==> config.mk <==
export PLATFORM = sky130hd
export DESIGN_NAME = fdma_res_q
export DESIGN_NICKNAME = d
export VERILOG_FILES = /design/src/rtl/fdma_pkg.sv /design/src/rtl/fdma_res_q.sv
export SDC_FILE = /design/constraint.sdc
export NUM_CORES = 1
export LEC_CHECK = 0
export BUFFER_PORTS_ARGS = -buffer_cell sky130_fd_sc_hd__buf_2
export CAP_MARGIN = 20
export CORE_UTILIZATION = 30
export DETAILED_ROUTE_END_ITERATION = 16
export PLACE_DENSITY = 0.52
export SETUP_SLACK_MARGIN = 0.4
export SYNTH_ARGS = -nofsm -noshare
export SYNTH_HDL_FRONTEND = slang
export SYNTH_SLANG_ARGS = --single-unit
==> constraint.sdc <==
create_clock -name clk -period 4.6 [get_ports clk]
set_clock_uncertainty 0.15 [all_clocks]
set_input_delay 0.92 -clock clk [delete_from_list [all_inputs] [get_ports clk]]
set_output_delay 0.92 -clock clk [all_outputs]
set_load 0.005 [all_outputs]
==> src/rtl/fdma_pkg.sv <==
// ----------------------------------------------------------------------------
// fdma_pkg: shared types and constants of the frame-difference motion alarm
// Frame size, memory geometry, payload structs and the confirmation states.
// ----------------------------------------------------------------------------
package fdma_pkg;

    localparam int FRAME_PIXELS = 307200;
    localparam int POS_W        = $clog2(FRAME_PIXELS);
    localparam int CNT_W        = 19;
    localparam int MEM_DEPTH    = 2 * FRAME_PIXELS;
    localparam int MEM_AW       = $clog2(MEM_DEPTH);
    localparam int PQ_DEPTH     = 4;
    localparam int PQ_AW        = $clog2(PQ_DEPTH);
    localparam int RQ_DEPTH     = 2;
    localparam int RQ_AW        = $clog2(RQ_DEPTH);

    localparam logic [13:0] GRAY_W_R  = 14'd4899;
    localparam logic [13:0] GRAY_W_G  = 14'd9617;
    localparam logic [13:0] GRAY_W_B  = 14'd1868;
    localparam logic [13:0] GRAY_RND  = 14'd8192;

    localparam logic [CNT_W-1:0] CNT_MAX = CNT_W'(FRAME_PIXELS);

    typedef enum logic [7:0] {
        REG_PIX_THR  = 8'd0,
        REG_MOTION   = 8'd1,
        REG_CHG_THR  = 8'd2,
        REG_MISMATCH = 8'd3
    } cfg_index_t;

    typedef enum logic [1:0] {
        CS_IDLE = 2'd0,
        CS_ONE  = 2'd1,
        CS_TWO  = 2'd2
    } conf_state_t;

    typedef struct packed {
        logic [7:0]       pixel_diff_threshold;
        logic [CNT_W-1:0] motion_pixel_count;
        logic [7:0]       change_diff_threshold;
        logic [CNT_W-1:0] mismatch_limit;
    } cfg_t;

    typedef struct packed {
        logic [7:0]       gray;
        logic [POS_W-1:0] pos;
        logic             last;
    } pix_t;

    typedef struct packed {
        logic             warning;
        logic [15:0]      warning_total;
        logic [1:0]       confirm_state;
        logic [CNT_W-1:0] changed_pixels;
        logic [CNT_W-1:0] mismatch_pixels;
        logic             background_replaced;
    } res_t;

    function automatic logic [CNT_W-1:0] sat_inc(input logic [CNT_W-1:0] c);
        return (c < CNT_MAX) ? c + 1'b1 : c;
    endfunction

    function automatic logic [7:0] abs_diff8(input logic [7:0] a, input logic [7:0] b);
        return (a > b) ? a - b : b - a;
    endfunction

endpackage

==> src/rtl/fdma_res_q.sv <==
// ----------------------------------------------------------------------------
// fdma_res_q: result queue
// Two-entry queue that holds frame results until the consumer takes them.
// ----------------------------------------------------------------------------
module fdma_res_q
    import fdma_pkg::*;
(
    input  logic clk,
    input  logic rst_n,
    input  logic wr_en,
    input  res_t wr_item,
    output logic q_full,
    input  logic pop,
    output logic empty,
    output res_t head
);

    res_t             mem [RQ_DEPTH];
    logic [RQ_AW-1:0] wr_ptr_reg, rd_ptr_reg;
    logic [RQ_AW:0]   count_reg;
    logic             do_pop;

    assign q_full = (count_reg == (RQ_AW + 1)'(RQ_DEPTH));
    assign empty  = (count_reg == '0);
    assign head   = mem[rd_ptr_reg];
    assign do_pop = pop && !empty;

    always_ff @(posedge clk)
    begin
        if (wr_en)
        begin
            mem[wr_ptr_reg] <= wr_item;
        end
    end

    always_ff @(posedge clk or negedge rst_n)
    begin
        if (!rst_n)
        begin
            wr_ptr_reg <= '0;
            rd_ptr_reg <= '0;
            count_reg  <= '0;
        end
        else
        begin
            count_reg <= count_reg + (RQ_AW + 1)'(wr_en) - (RQ_AW + 1)'(do_pop);
            if (wr_en)
            begin
                wr_ptr_reg <= wr_ptr_reg + 1'b1;
            end
            if (do_pop)
            begin
                rd_ptr_reg <= rd_ptr_reg + 1'b1;
            end
        end
    end

endmodule

== After elaboration in Yosys (flattened, before gate mapping) ==
Memories as Yosys holds them, arrays and structs flattened.
Index checks and enable logic that the tools add are counted.

* Flip-flop bits (word level): 4
* Latch bits: 0
* Memory bits (writable): 116
* Memory bits (read-only): 0
* Input bits: 62
* Output and inout bits: 60
* Memories: 1

{| class="wikitable"
|+ Memory list
! memory !! depth !! bits a word !! rd ports !! clocked after Yosys merged registers in !! wr ports !! RTL line !! text
|-
| mem || 2 || 58 || 1 || 0 || 1 || fdma_res_q.sv:18 || <nowiki>res_t mem [RQ_DEPTH];</nowiki>
|}

* Add/sub/neg operators: 4
* Multipliers: 0
* Div/mod/pow operators: 0
* $lt $le $gt $ge: 0
* Eq/ne operators: 1
* Shifts and indexed selects: 0
* Multiplexer cells: 2
* Bitwise gates (word level): 0
* Reduce and logical (&&, ||, !) cells: 3

{| class="wikitable"
|+ Operators with widths
! kind !! count
|-
| adder 1 bit (second input constant) || 2
|-
| adder 2 x 1 -> 2 bit || 1
|-
| equality test 2 bit (second input constant) || 1
|-
| zero test 2 bit || 1
|-
| two-way mux 1 bit || 2
|-
| subtractor 2 x 1 -> 2 bit || 1
|-
| logical AND 1 bit || 1
|-
| zero test 1 bit || 1
|}

== Longest topological paths before layout ==
* Depth after elaboration: 4
* Depth in mapped cells: 6

== Worst setup path before layout ==
Ideal clock, no wire load.

* Path type: input-to-reg
* From: input wr_en
* To: memory mem[0][0] (netlist bit) (enable)
* Arrival: 3.478 ns
* Path slack: 0.491 ns
* Stages on the path: 1
* Cell sequence: nor2b_1

* Word-level cells in the longest chain between the ends: 2

{| class="wikitable"
|+ RTL lines
! what !! RTL line !! text
|-
| from (decl) || fdma_res_q.sv:10 || <nowiki>input logic wr_en,</nowiki>
|-
| two-way mux 1 bit || fdma_res_q.sv:30 || <nowiki>if (wr_en)</nowiki>
|-
| two-way mux 1 bit (not written as such) || fdma_res_q.sv:32 || <nowiki>mem[wr_ptr_reg] <= wr_item;</nowiki>
|-
| to (decl) || fdma_res_q.sv:18 ||
|}

No other way between the ends.

==> impl_summary.md <==
Place
The HPWL after detailed placement is 5060 microns. At the end of routability-driven placement, the weighted congestion stood at 0.636. The count of input and output buffers is 121.

STA
Counting I/O delays and the setup requirement, the final critical path takes 3.19 ns. The number of setup violations in the final report is 0. The final critical path takes up 69.4% of the cycle. The peak clock frequency supported by timing is 0.313 GHz.

The max-slew headroom at the worst pin is 45.6%. The number of hold violations in the final report is 0. Setup repair after global routing left no endpoint under its margin. The setup TNS after final layout is 0 ns.

The number of slew-limit violations in the final report is 0. At the pin with the least slew margin, the transition time is 0.816 ns.

Clocking
The clock transition time at the flip-flop clock pins of the worst setup and hold paths is 0.05 ns. At the later pin of the worst-skew pair, clock insertion delay measures 0.40 ns. The clock tree from TritonCTS is yes. Buffers added to address setup during post-CTS repair amount to 0. The root buffer cell chosen for the clock tree is clkbuf_16. The total clock sinks is 120. After clock tree synthesis, the flow added hold-fix buffers numbering 0. The clock tree synthesis step divided the H-tree into 4 levels. The number of buffers created by CTS is 17. Post-CTS repair changed the size of 0 cells.

In this run the deepest clock path goes through 2 buffers.

Global route
The total congestion overflow is 0. The number of global-route vias before repair is 2403. The global router's overall resource usage is 11.4%.

The wire length of the first global-routing pass is 12100 microns. The initial antenna violation count is 0. Entering global routing, the biggest net connects 51 pins.

Synth
Averaged over all synthesized cells, the footprint is 22.4 sq um. For this run, asynchronously set or reset flops after synthesis account for 3.33%. Yosys mapped a number of flops with a built-in enable equal to 116. The gate count of the mapped netlist is 198. Summing the sequential cell areas from Yosys gives 80.9% of the chip area. In this run the cell area of the synthesized design comes to 0.00443 sq mm. The netlist uses 15 different library cells. In this run, synthesis produced a sequential element count of 120. The Yosys step of the flow raised 0 warnings. The net count after synthesis is 262. In this run the biggest area consumer among cell types represents 78.6% of the synthesized area. The most instantiated flip-flop cell in the synthesis netlist is edfxtp_1.

By area the synthesized netlist is led by edfxtp_1, mux2_2, mux2_4, dfrtp_1, ha_1. The biggest area consumer among synthesized cells is edfxtp_1.

Pwr
Net switching is 25.6% of the power. The design draws 3610 uW. The worst vdd rail ir drop is 0.323 mV. The clock network burns 33.2% of the power. The sequential power share is 43.5%. The switching component of the power is 926 uW.

Summed over all cells, the static leakage comes to 0.00223 uW. The share of total power dissipated in combinational logic is 23.3%. For this design the ratio of total power to cell area is 623 mW/mm^2. Cell internal power was estimated by the tool at 2690 uW.

Final layout
The post-synthesis to final-layout area growth is 30.9%. The final core utilization is 40.0%. The layout has 1366 filler cells. Cells with a size suffix above 1 make up 61.7% of the layout. The final layout contains 398 nets. The number of antenna diodes in the final layout is 0. The number of flip-flops under the largest register name is 116.

Drt
In this run the remaining antenna-violating nets after routing total 0. In the routed design, unresolved DRC markers number 0. The wire length per cell after detailed routing is 15.2 microns. The wire length after detailed routing is 8060 microns. The starting DRC count in detailed routing is 107. Dividing the detail-routed via count by the number of cells gives 4.28.

The pre-antenna-repair detailed-routing pass consisted of 4 iterations. The routed via count is 2271.

Job
The number of maximum-capacitance violations is 0.

Critical path
For this run, the slowest stage of the critical path takes 0.89 ns. The kind of start point of the critical path is a register. The critical path in this run is classified as register to primary output.

The largest fanout of any net on the critical path is 31. The startpoint identified for the worst register-to-register timing path is wr_ptr_reg. The worst-case reg-to-reg path depth is 2. The highest-delay cell along the critical path is dfrtp_2.

In this run the worst setup path terminates at head[12]. The signal arrival time at the worst endpoint is 2.12 ns. The worst reg-to-reg setup slack is 2.58 ns. The beginning of the critical path is rd_ptr_reg. The required arrival time at the worst endpoint is 3.53 ns. The worst setup path is captured at a primary output. In this run the critical register-to-register path is captured at mem[0][22]. The critical path goes through buf_12 > mux2_2 > buf_2.

Floorplanning
From left edge to right edge, the die measures 124 microns. The core region area is 0.0145 sq mm. The die covers 0.0153 sq mm. The height of the chip is 124 microns. The effective utilization at floorplan is 30.6%. The floorplan row count is 44. Pin placement for this block handled 122 I/O pins.

Min path
The path class of the tightest hold or removal check is input pin to async pin.

Run status
The run finished with clean final reports.
==> metrics by stage <==
stage	setup WS [ns]	cells	hold WS (ns)	cell area, sq um
after floorplan	0.491	198	0.305	4430
after global placement	1.79	499	0.361	5250
after detailed placement	1.77	499	0.369	5250
after CTS	1.32	531	0.138	5800
after global routing	1.28	531	0.140	5800
final	1.41	531	0.163	5800
==> worst min-delay path by stage <==
| stage | start | endpoint | slack [ns] |
|---|---|---|---|
| floorplan | wr_ptr_reg | wr_ptr_reg | 0.31 |
| global route | rst_n | count_reg[1] | 0.14 |
| detailed placement | count_reg[1] | count_reg[1] | 0.37 |
| finish | rst_n | count_reg[1] | 0.16 |
| global placement | count_reg[1] | count_reg[1] | 0.36 |
| CTS | rst_n | count_reg[1] | 0.14 |
==> power groups by stage <==
stage | sequential (uW) | combinational [uW] | clock (uW)
final | 1570 | 842 | 1200
after global routing | 1600 | 945 | 1280
after CTS | 1580 | 877 | 1240
after detailed placement | 1600 | 874 | 0
after global placement | 1590 | 869 | 0
after floorplan | 1530 | 582 | 0
==> synth_stat cells (2+ instances only) <==
| cell | n |
|---|---|
| ha_1 | 2 |
| mux2_2 | 48 |
| dfrtp_1 | 4 |
| inv_1 | 2 |
| buf_2 | 4 |
| buf_6 | 2 |
| xnor2_1 | 2 |
| edfxtp_1 | 116 |
| mux2_4 | 10 |
| nor2b_1 | 2 |
| xor2_1 | 2 |
==> critical path, delay by kind of cell, from the launching register on <==
family	cells	cell delay, ns
mux	1	0.38
flops	1	0.89
buf+inv	2	0.42
==> final cells by class <==
| class | instances | area (sq um) | share of cell area, % |
|---|---|---|---|
| clock inverter | 10 | 80.1 | 1.38 |
| inverter | 2 | 7.51 | 0.130 |
| sequential | 120 | 3580 | 61.8 |
| multi-input combinational | 69 | 790 | 13.6 |
| timing repair buffer | 124 | 641 | 11.1 |
| clock buffer | 22 | 464 | 8.01 |
| tap | 184 | 230 | 3.97 |
==> per-layer routing <==
layer	global-route usage (%)	up-vias	wire, microns
met2	18.9	84	4110
met1	12.1	1133	3290
met5	0	-	0
met3	5.90	7	573
li1	-	1047	-
met4	4.97	0	93
==> cell usage in the layout (no fill, tap or decap) <==
cell        instances
xor2_1              2
clkinvlp_4          2
mux2_2             48
nor2b_1             1
dfrtp_1             3
buf_12              1
dfrtp_2             1
mux2_4             10
clkinv_2            7
edfxtp_1          116
ha_1                2
clkbuf_1            3
inv_1               2
xnor2_1             2
nor2b_4             1
bufinv_16           1
and2_2              1
clkbuf_16          17
nor2_1              1
clkbuf_8            2
buf_4               2
o21a_1              1
buf_2             121
==> logic make-up (layout without fill, tap and decap cells) <==
kind of cell	count (synthesis)	in the layout	share of synthesized area, %
XOR/XNOR	4	4	0.791
multiplexers	58	58	15.6
flip-flops	120	120	80.9
adder cells (fa/ha/maj)	2	2	0.565
AND/OR/NAND/NOR	4	4	0.508
AO/OA/AOI/OAI	1	1	0.170
buffers and inverters	9	158	1.47
Power figures use the tool's default switching activity.
