$ cat config.mk
export PLATFORM = sky130hd
export DESIGN_NAME = fdma_front
export DESIGN_NICKNAME = d
export VERILOG_FILES = /design/src/rtl/fdma_pkg.sv /design/src/rtl/fdma_front.sv
export SDC_FILE = /design/constraint.sdc
export NUM_CORES = 1
export LEC_CHECK = 0
export BUFFER_PORTS_ARGS = -buffer_cell sky130_fd_sc_hd__buf_2
export CAP_MARGIN = 40
export CORE_ASPECT_RATIO = 0.75
export CORE_MARGIN = 1.5
export CORE_UTILIZATION = 34
export DETAILED_ROUTE_END_ITERATION = 6
export MAX_ROUTING_LAYER = met4
export SYNTH_ARGS = -nofsm -noshare
export SYNTH_HDL_FRONTEND = slang
export SYNTH_SLANG_ARGS = --single-unit
$ cat constraint.sdc
create_clock -name clk -period 2.2 [get_ports clk]
set_input_delay 0.44 -clock clk [delete_from_list [all_inputs] [get_ports clk]]
set_output_delay 0.44 -clock clk [all_outputs]
set_load 0.01 [all_outputs]
$ cat src/rtl/fdma_pkg.sv
// ----------------------------------------------------------------------------
// fdma_pkg: shared types and constants of the frame-difference motion alarm
// Frame size, memory geometry, payload structs and the confirmation states.
// ----------------------------------------------------------------------------
package fdma_pkg;

    localparam int FRAME_PIXELS = 307200;
    localparam int POS_W        = $clog2(FRAME_PIXELS);
    localparam int CNT_W        = 19;
    localparam int MEM_DEPTH    = 2 * FRAME_PIXELS;
    localparam int MEM_AW       = $clog2(MEM_DEPTH);
    localparam int PQ_DEPTH     = 4;
    localparam int PQ_AW        = $clog2(PQ_DEPTH);
    localparam int RQ_DEPTH     = 2;
    localparam int RQ_AW        = $clog2(RQ_DEPTH);

    localparam logic [13:0] GRAY_W_R  = 14'd4899;
    localparam logic [13:0] GRAY_W_G  = 14'd9617;
    localparam logic [13:0] GRAY_W_B  = 14'd1868;
    localparam logic [13:0] GRAY_RND  = 14'd8192;

    localparam logic [CNT_W-1:0] CNT_MAX = CNT_W'(FRAME_PIXELS);

    typedef enum logic [7:0] {
        REG_PIX_THR  = 8'd0,
        REG_MOTION   = 8'd1,
        REG_CHG_THR  = 8'd2,
        REG_MISMATCH = 8'd3
    } cfg_index_t;

    typedef enum logic [1:0] {
        CS_IDLE = 2'd0,
        CS_ONE  = 2'd1,
        CS_TWO  = 2'd2
    } conf_state_t;

    typedef struct packed {
        logic [7:0]       pixel_diff_threshold;
        logic [CNT_W-1:0] motion_pixel_count;
        logic [7:0]       change_diff_threshold;
        logic [CNT_W-1:0] mismatch_limit;
    } cfg_t;

    typedef struct packed {
        logic [7:0]       gray;
        logic [POS_W-1:0] pos;
        logic             last;
    } pix_t;

    typedef struct packed {
        logic             warning;
        logic [15:0]      warning_total;
        logic [1:0]       confirm_state;
        logic [CNT_W-1:0] changed_pixels;
        logic [CNT_W-1:0] mismatch_pixels;
        logic             background_replaced;
    } res_t;

    function automatic logic [CNT_W-1:0] sat_inc(input logic [CNT_W-1:0] c);
        return (c < CNT_MAX) ? c + 1'b1 : c;
    endfunction

    function automatic logic [7:0] abs_diff8(input logic [7:0] a, input logic [7:0] b);
        return (a > b) ? a - b : b - a;
    endfunction

endpackage

$ cat src/rtl/fdma_front.sv
// ----------------------------------------------------------------------------
// fdma_front: pixel intake
// Convert each pixel to gray, tag it with its frame position and queue it.
// ----------------------------------------------------------------------------
module fdma_front
    import fdma_pkg::*;
(
    input  logic       clk,
    input  logic       rst_n,
    input  logic       push,
    output logic       full,
    input  logic [7:0] blue,
    input  logic [7:0] green,
    input  logic [7:0] red,
    input  logic       last_of_frame,
    input  logic       q_pop,
    output logic       q_valid,
    output pix_t       q_item
);

    pix_t             q_mem [PQ_DEPTH];
    logic [PQ_AW-1:0] wr_ptr_reg, rd_ptr_reg;
    logic [PQ_AW:0]   count_reg, count_next;
    logic [POS_W-1:0] pos_reg, pos_next;
    logic [21:0]      gray_sum;
    logic             accept;
    pix_t             entry;

    assign full    = (count_reg == (PQ_AW + 1)'(PQ_DEPTH));
    assign q_valid = (count_reg != '0);
    assign q_item  = q_mem[rd_ptr_reg];
    assign accept  = push && !full;

    assign gray_sum = 22'(red)   * 22'(GRAY_W_R)
                    + 22'(green) * 22'(GRAY_W_G)
                    + 22'(blue)  * 22'(GRAY_W_B)
                    + 22'(GRAY_RND);

    always_comb
    begin
        entry.gray = gray_sum[21:14];
        entry.pos  = pos_reg;
        entry.last = last_of_frame;
        if (last_of_frame || pos_reg == POS_W'(FRAME_PIXELS - 1))
        begin
            pos_next = '0;
        end
        else
        begin
            pos_next = pos_reg + 1'b1;
        end
        count_next = count_reg + (PQ_AW + 1)'(accept) - (PQ_AW + 1)'(q_pop && q_valid);
    end

    always_ff @(posedge clk)
    begin
        if (accept)
        begin
            q_mem[wr_ptr_reg] <= entry;
        end
    end

    always_ff @(posedge clk or negedge rst_n)
    begin
        if (!rst_n)
        begin
            wr_ptr_reg <= '0;
            rd_ptr_reg <= '0;
            count_reg  <= '0;
            pos_reg    <= '0;
        end
        else
        begin
            count_reg <= count_next;
            if (accept)
            begin
                wr_ptr_reg <= wr_ptr_reg + 1'b1;
                pos_reg    <= pos_next;
            end
            if (q_pop && q_valid)
            begin
                rd_ptr_reg <= rd_ptr_reg + 1'b1;
            end
        end
    end

endmodule

### Word-level counts from Yosys, hierarchy flattened

Memory sizes are Yosys's and may differ from the RTL's.
Cells that the tools add are included.
W data, S select, Z words.

| storage, ports and cells | value |
|---|---|
| memories | 1 |
| register bits | 26 |
| word-level logic and storage cells | 26 |
| RAM bits | 112 |
| output and inout bits | 30 |

| cells by class | value |
|---|---|
| $mul | 3 |
| equality and inequality tests | 2 |
| muxes and demuxes | 3 |
| add/sub/neg operators | 8 |
| reduce and logical (&&, ||, !) cells | 5 |

Memory list:

| memory | words | bits a word | rd ports | clocked after Yosys merged registers in | wr ports | line | RTL |
|---|---|---|---|---|---|---|---|
| q_mem | 4 | 28 | 1 | 0 | 1 | fdma_front.sv:21 | `pix_t q_mem [PQ_DEPTH];` |

Operator list:

| cell | count |
|---|---|
| $add A21 B22 Y22 | 1 |
| $add A22 B14 Y22 const B | 1 |
| $add A22 B19 Y22 | 1 |
| $mul A8 B14 Y22 const B | 1 |
| $mul A8 B13 Y21 const B | 1 |
| $add A19 B1 Y19 const B | 1 |
| $eq A19 B19 Y1 const B | 1 |
| $mux W19 | 1 |
| $mul A8 B9 Y17 const B | 1 |
| $add A2 B1 Y2 const B | 2 |
| $add A3 B1 Y3 | 1 |
| $eq A3 B3 Y1 const B | 1 |
| $reduce_bool A3 Y1 | 1 |
| $sub A3 B1 Y3 | 1 |
| $logic_and A1 B1 Y1 | 2 |
| $mux W1 | 2 |
| $logic_not A1 Y1 | 1 |
| $logic_or A1 B1 Y1 | 1 |

### Depth between registers and ports, before layout

Gate-level depths: netlist of the first run.

| logic depth | value |
|---|---|
| depth in word-level cells | 5 |
| mapped depth | 28 |

### Worst setup path before layout of the first run

Ideal clock, no wire load.

| timing | value |
|---|---|
| kind | in2reg |
| from | input blue[2] |
| to | memory q_mem[0][27] (netlist bit), data pin |
| data arrival time | 6.629 ns |
| slack | -4.702 ns |
| stages on the path | 28 |
| cells stage by stage | inv_1 fa_1 inv_1 ha_1 fa_1 inv_1 fa_1 inv_1 ha_1 o21ai_1 a21oi_2 nor2_1 xnor2_1 ha_1 ha_1 fa_1 inv_1 fa_1 fa_1 inv_1 ha_1 a211oi_1 nor2_1 a2111oi_4 a21boi_2 a311oi_2 nor2_2 xnor2_1 |

| on the way | value |
|---|---|
| cells in the longest elaborated chain, start to end | 3 |

RTL lines:

| what | line | RTL |
|---|---|---|
| start: declaration | fdma_front.sv:12 | `input logic [7:0] blue,` |
| $mul A8 B9 Y17 | fdma_front.sv:36 | `+ 22'(blue) * 22'(GRAY_W_B)` |
| $add A22 B19 Y22 | fdma_front.sv:36 |  |
| $add A22 B14 Y22 | fdma_front.sv:37 | `+ 22'(GRAY_RND);` |
| via gray_sum[21] | fdma_front.sv:25 | `logic [21:0] gray_sum;` |
| end: declaration | fdma_front.sv:21 |  |

The timed path passes the listed nets, and every way through them passes these cells.

### Worst setup path in the final report of the first run

| timing | value |
|---|---|
| from | input blue[5] |
| to | memory q_mem[1][23] (netlist bit), data pin |

Same word-level chain as after synthesis.

==> impl_results.md, run 1 <==
* Global-route usage over all layers at 15.32%
* Slew @ Worst Pin at 0.6143 ns
* Setup WS post-layout at -4.191 ns
* Final max-slew violation count at 0
* Starting Density at between 30% and 40%
* Clk buf depth at 2
* Multiplexer share of the synthesized area at 6.124%
* Setup violators final at 39
* Routed vias at between 6000 and 7000
* Crit path required time at 2.35 ns
* # hold bufs at CTS at 0
* Placed wire-length estimate at 17240 µm
* Largest net degree at the start of global routing at 30
* Adder-Cell Fraction of Synth Area at 34.67%
* DRC violations left at 0
* Hold Crit Class: in2async
* Diodes inserted at 0
* Num CTS Buffers at 17
* Routed length per instance at 15.27 µm
* Clock transition at path regs at about 0.060 ns
* Core Region at 0.03021 mm²
* Sequential element share of the synthesized area at 38.37%
* Post-synthesis cell count at 831
* Die Height at 154.9 µm
* Final WL at 21940 µm
* Slowest-stage cell, CP: fa_2
* Final-stage net count at 1291
* Drt first pass iters at 4
* Layout cells sized above 1 at 32.95%
* Cell Area, Synth at 0.01046 mm²
* First DRT Iteration DRCs at 241
* Largest family of logic cells by synthesized area: adder cells
* FF+latch count, synth at 138
* R2r setup slk at 0.05 ns
* Number of flip-flops in the largest register at 112
* CTS tree: done
* Slew HR at 59.05%
* DRT antenna net count at 0
* Yosys warns at 0
* Delay of the slowest cell on the worst path at 0.54 ns
* Row cnt at 55
* Avg Cell Area, Syn at 12.59 µm²
* Area Growth Syn to Fin at 28.82%
* Via density at 4.518
* Tcrit/Tclk final at 290.5%
* Commonest non-fill, non-tap cell in the layout: inv_1
* Compound-Gate Fraction of Synth Area at 4.677%
* H-tree depth at 4
* Vias in the first global route at just under 7000
* WP data arrival at 6.54 ns
* Initial antenna violation count at 0
* Netlist cell types at slightly below 60
* Commonest non-fill, non-tap cells in the layout: inv_1, ha_1, buf_4
* Clock Skew at 0.008240 ns
* RSZ-0062 raised after global routing: yes
* Io pins at 59
* Worst path most repeated cell: ha_4
* Critical path class: in2reg
* Max-cap violation count at 0
* Crit-path max FO at 4
* Synth Flop Type: edfxtp_1
* Aggregate global routing overflow at 0
* Post-synth EDFFs at 112
* Clk_lat worst skew at 0.40 ns
* Die area at 0.03184 mm²
* Post-Synth XOR/XNOR Area at approximately 2.8%
* Status: complete, but fails checks
* Die W at about 200 µm
* TNS Setup at -131.69 ns
* Violated checks: negative setup slack
* Sink Count at roughly 140
* Syn_nets at between 1000 and 1500
* Crit path time final at 6.391 ns
* First-pass GRT wire length at 36590 µm
* Fmax at 156.5 MHz
* Gpl congestion at approximately 0.83
* Post-Synth Simple-Gate Area at between 5 and 6%
* Ys async rst share at 18.84%
* Fin util at roughly 45%
* Port bufs at 58
* CP Capture Type: flip-flop
* Root buffer cell: clkbuf_16
* Hold Slack at 0.04593 ns
* Critical path launch point type: input port
* Fin. Hold Viols at 0
## per-layer routing
layer  GRT usage (%)  wire length, µm  up-vias
li1                -                -     3171
met1           22.58            11320     3226
met2           22.90             9963       90
met3           1.592              566        6
met4           3.233               87        0
met5               -                0        -
## per-stage QoR
step	instance area [µm²]	cells	setup slack, ns
after global routing	13470	1437	-4.457
after floorplan	10720	831	-4.289
after detailed placement	12360	1393	-4.830
after global placement	12360	1393	-4.744
after CTS	13390	1435	-4.168
final	13470	1437	-4.191
## cell type report
class	instances	area, µm²
Clock inverter	9	91.34
Clock buffer	23	478.0
Inverter	205	774.5
Timing Repair Buffer	184	1514
Tap cell	399	499.2
Sequential cell	138	4016
Fill cell	2778	16740
Multi-Input combinational cell	479	6101
## logic make-up (layout without fill, tap and decap cells)
kind of cell / after synthesis / after routing
buf+inv: 214 / 421
xor+xnor: 33 / 33
compound gates: 69 / 69
mux: 29 / 29
simple gates: 111 / 111
fa+ha+maj: 237 / 237
flops: 138 / 138
## critical path: cells and delay by family
| family | cells | cell delay [ns] |
|---|---|---|
| fa+ha+maj | 11 | 3.96 |
| compound gates | 6 | 0.85 |
| simple gates | 4 | 0.52 |
| buf+inv | 6 | 0.46 |
| xor+xnor | 2 | 0.31 |
## synth_stat cells, types with 11 or more instances
library cell,number,area [µm²]
xnor2_1,15,131.4
xor2_1,18,157.7
mux4_2,28,630.6
o21ai_0,15,75.07
dfrtp_1,26,650.6
fa_1,88,1762
edfxtp_1,112,3363
inv_1,204,765.7
a21oi_1,11,55.05
ha_1,149,1864
nand2_1,17,63.81
nor2_1,34,127.6
## worst paths after layout
path / from / end / cells after the start
worst min register to register: pos_reg[18] / q_mem[1][19] / 0
worst max register to register: count_reg[2] / count_reg[2] / 9
min in group clk: last_of_frame / q_mem[3][0] / 1
max in group asynchronous: rst_n / count_reg[1] / 1
worst max-delay path: blue[5] / q_mem[1][23] / 29
worst min-delay path: rst_n / rd_ptr_reg[1] / 1
## what timing repair did
item / CTS / global route
pin swaps: 38 / 5
buffers inserted: 10 / 3
gates resized for setup: 70 / 16
setup endpoints to repair: 58 / 61
gates cloned: 3 / 0
Power of run 1 is left out: the tool's default activity adds up to more than one toggle a clock period on the data nets, which glitch-free logic cannot reach.
==> run 2: changes to the inputs <==
Settings changed: MAX_ROUTING_LAYER met4 to default, PLACE_DENSITY from default to 0.53.
==> run 2 against run 1 <==
Against the previous run: the run still ends with negative setup slack left; cell count is 0.21% higher; die area stayed put; via count hardly changed; highest routed layer unchanged; utilization is 0.28 points higher; critical endpoint unchanged; critical path depth is 2 lower; sequential share of layout area is 0.18 points lower; critical path type unchanged.
==> impl_results.md, run 2 (synthesized netlist as in run 1, its figures left out) <==
* Status: complete, but fails checks
* Violated checks: negative setup slack
* Area Growth Syn to Fin at 29.62%
* Row cnt at 55 (unchanged)
* Via density at 4.507 (-0.25%)
* Clk_lat worst skew at 0.41 ns (about the same)
* Die Height at 154.9 µm (unchanged)
* RSZ-0062 raised after global routing: yes
* Root buffer cell: clkbuf_16
* Fillers at 2765 (-0.47%)
* Critical path's top delay family: adder cells
* Global-route usage over all layers at 15.18% (-0.15 points)
* Fin area at 0.01356 mm² (+0.62%)
* Final max-slew violation count at 0 (unchanged)
* Routed vias at 6490 (-0.046%)
* Final-stage net count at 1294 (+0.23%)
* Placed wire-length estimate at 17700 µm (+2.7%)
* FF+latch area at 0.004018 mm² (about the same)
* Drt first pass iters at 4 (unchanged)
* Multi-input gate area at 0.006102 mm² (about the same)
* Routed length per instance at 15.39 µm (+0.82%)
* Slew HR at 56.02% (-3.0 points)
* CTS tree: done
* Gpl congestion at 0.8040 (-3.2%)
* H-tree depth at 4 (unchanged)
* Setup violators final at 45 (+15%)
* Die area at 0.03184 mm² (unchanged)
* Commonest non-fill, non-tap cells in the layout: inv_1, ha_1, buf_4
* First DRT Iteration DRCs at 245 (+1.7%)
* First-pass GRT wire length at 37120 µm (+1.5%)
* DRT antenna net count at 0 (unchanged)
* Crit-path max FO at 5 (+1)
* Die W at 205.5 µm (unchanged)
* Num CTS Buffers at 17 (unchanged)
* Core Region at 0.03021 mm² (unchanged)
* Crit path required time at 2.36 ns (about the same)
* Fmax at 157.1 MHz (+0.39%)
* Fin. Hold Viols at 0 (unchanged)
* Sink Count at 138 (unchanged)
* Vias in the first global route at 6916 (+0.36%)
* Clock Skew at 0.007885 ns (-0.0003556 ns)
* DRC violations left at 0 (unchanged)
* CP Capture Type: flip-flop
* Initial antenna violation count at 0 (unchanged)
* Critical path class: in2reg
* Number of flip-flops in the largest register at 112 (unchanged)
* Crit path buffers/inverters at 6 (unchanged)
* Diodes inserted at 0 (unchanged)
* Worst path most repeated cell: fa_1
* Slowest-stage cell, CP: fa_1
* WP data arrival at 6.52 ns (-0.02 ns)
* Crit path time final at 6.366 ns (-0.02485 ns)
* Slew @ Worst Pin at 0.6598 ns (+0.04549 ns)
* Aggregate global routing overflow at 0 (unchanged)
* Final WL at 22170 µm (+1.0%)
* DP Area at 0.01239 mm² (+0.24%)
* Delay of the slowest cell on the worst path at 0.53 ns (about the same)
* Starting Density at 34.62% (unchanged)
* Layout cells sized above 1 at 31.89% (-1.1 points)
* Tcrit/Tclk final at 289.4% (-1.1 points)
* Commonest non-fill, non-tap cell in the layout: inv_1
* Largest net degree at the start of global routing at 30 (unchanged)
* Critical path launch point type: input port
* Clock transition at path regs at 0.06 ns (about the same)
* Hold Crit Class: in2async
* Clk buf depth at 2 (unchanged)
* Io pins at 59 (unchanged)
* Port bufs at 58 (unchanged)
* Setup WS post-layout at -4.166 ns (+0.02485 ns)
* Max-cap violation count at 0 (unchanged)
-- run 2: final timing paths --
path / cells past startpoint / slack [ns] / from / endpoint
min: 1 / 0.06 / rst_n / rd_ptr_reg[1]
max: 27 / -4.17 / blue[7] / q_mem[1][23]
max reg2reg: 9 / 0.09 / count_reg[2] / count_reg[2]
max in group asynchronous: 1 / 1.67 / rst_n / count_reg[0]
min in group clk: 1 / 0.38 / last_of_frame / q_mem[2][0]
min reg2reg: 1 / 0.51 / count_reg[2] / count_reg[2]
-- run 2: cell type report --
cell class | count | share of cell area [%]
well taps | 399 | 3.682
clock inverters | 14 | 1.440
inverters | 205 | 5.712
clock buffers | 18 | 3.165
repair buffers | 187 | 11.36
flip-flops and latches | 138 | 29.63
multi-input cells | 479 | 45.01
-- run 2: per-layer routing --
layer | global-route usage, % | wire length [µm] | up-vias
li1 | - | - | 3190
met1 | 23.30 | 11820 | 3203
met4 | 2.954 | 137 | 0
met2 | 22.67 | 9614 | 82
met5 | 0 | 0 | -
met3 | 2.262 | 590 | 15
-- run 2: metrics by stage --
| stage | hold WS, ns | setup WS (ns) | instances | utilization (%) | setup TNS, ns |
|---|---|---|---|---|---|
| after floorplan | 0.1444 | -4.289 | 831 | - | -134.13 |
| after global placement | 0.4796 | -4.769 | 1397 | 41.00 | -150.17 |
| after detailed placement | 0.4962 | -4.794 | 1397 | 41.00 | -151.00 |
| after CTS | 0.06082 | -4.189 | 1441 | 44.51 | -132.32 |
| after global routing | 0.08715 | -4.462 | 1440 | 44.88 | -142.19 |
| final | 0.05670 | -4.166 | 1440 | 44.88 | -132.02 |
-- run 2: repair_timing --
item / in CTS / in global routing
cloned: 3 / 0
endpoints found under the setup margin: 60 / 61
pin swaps: 35 / 10
setup buffers: 9 / 0
gates resized for setup: 51 / 27
hold buffers: 0 / 0
Power of run 2 is left out for the same reason.
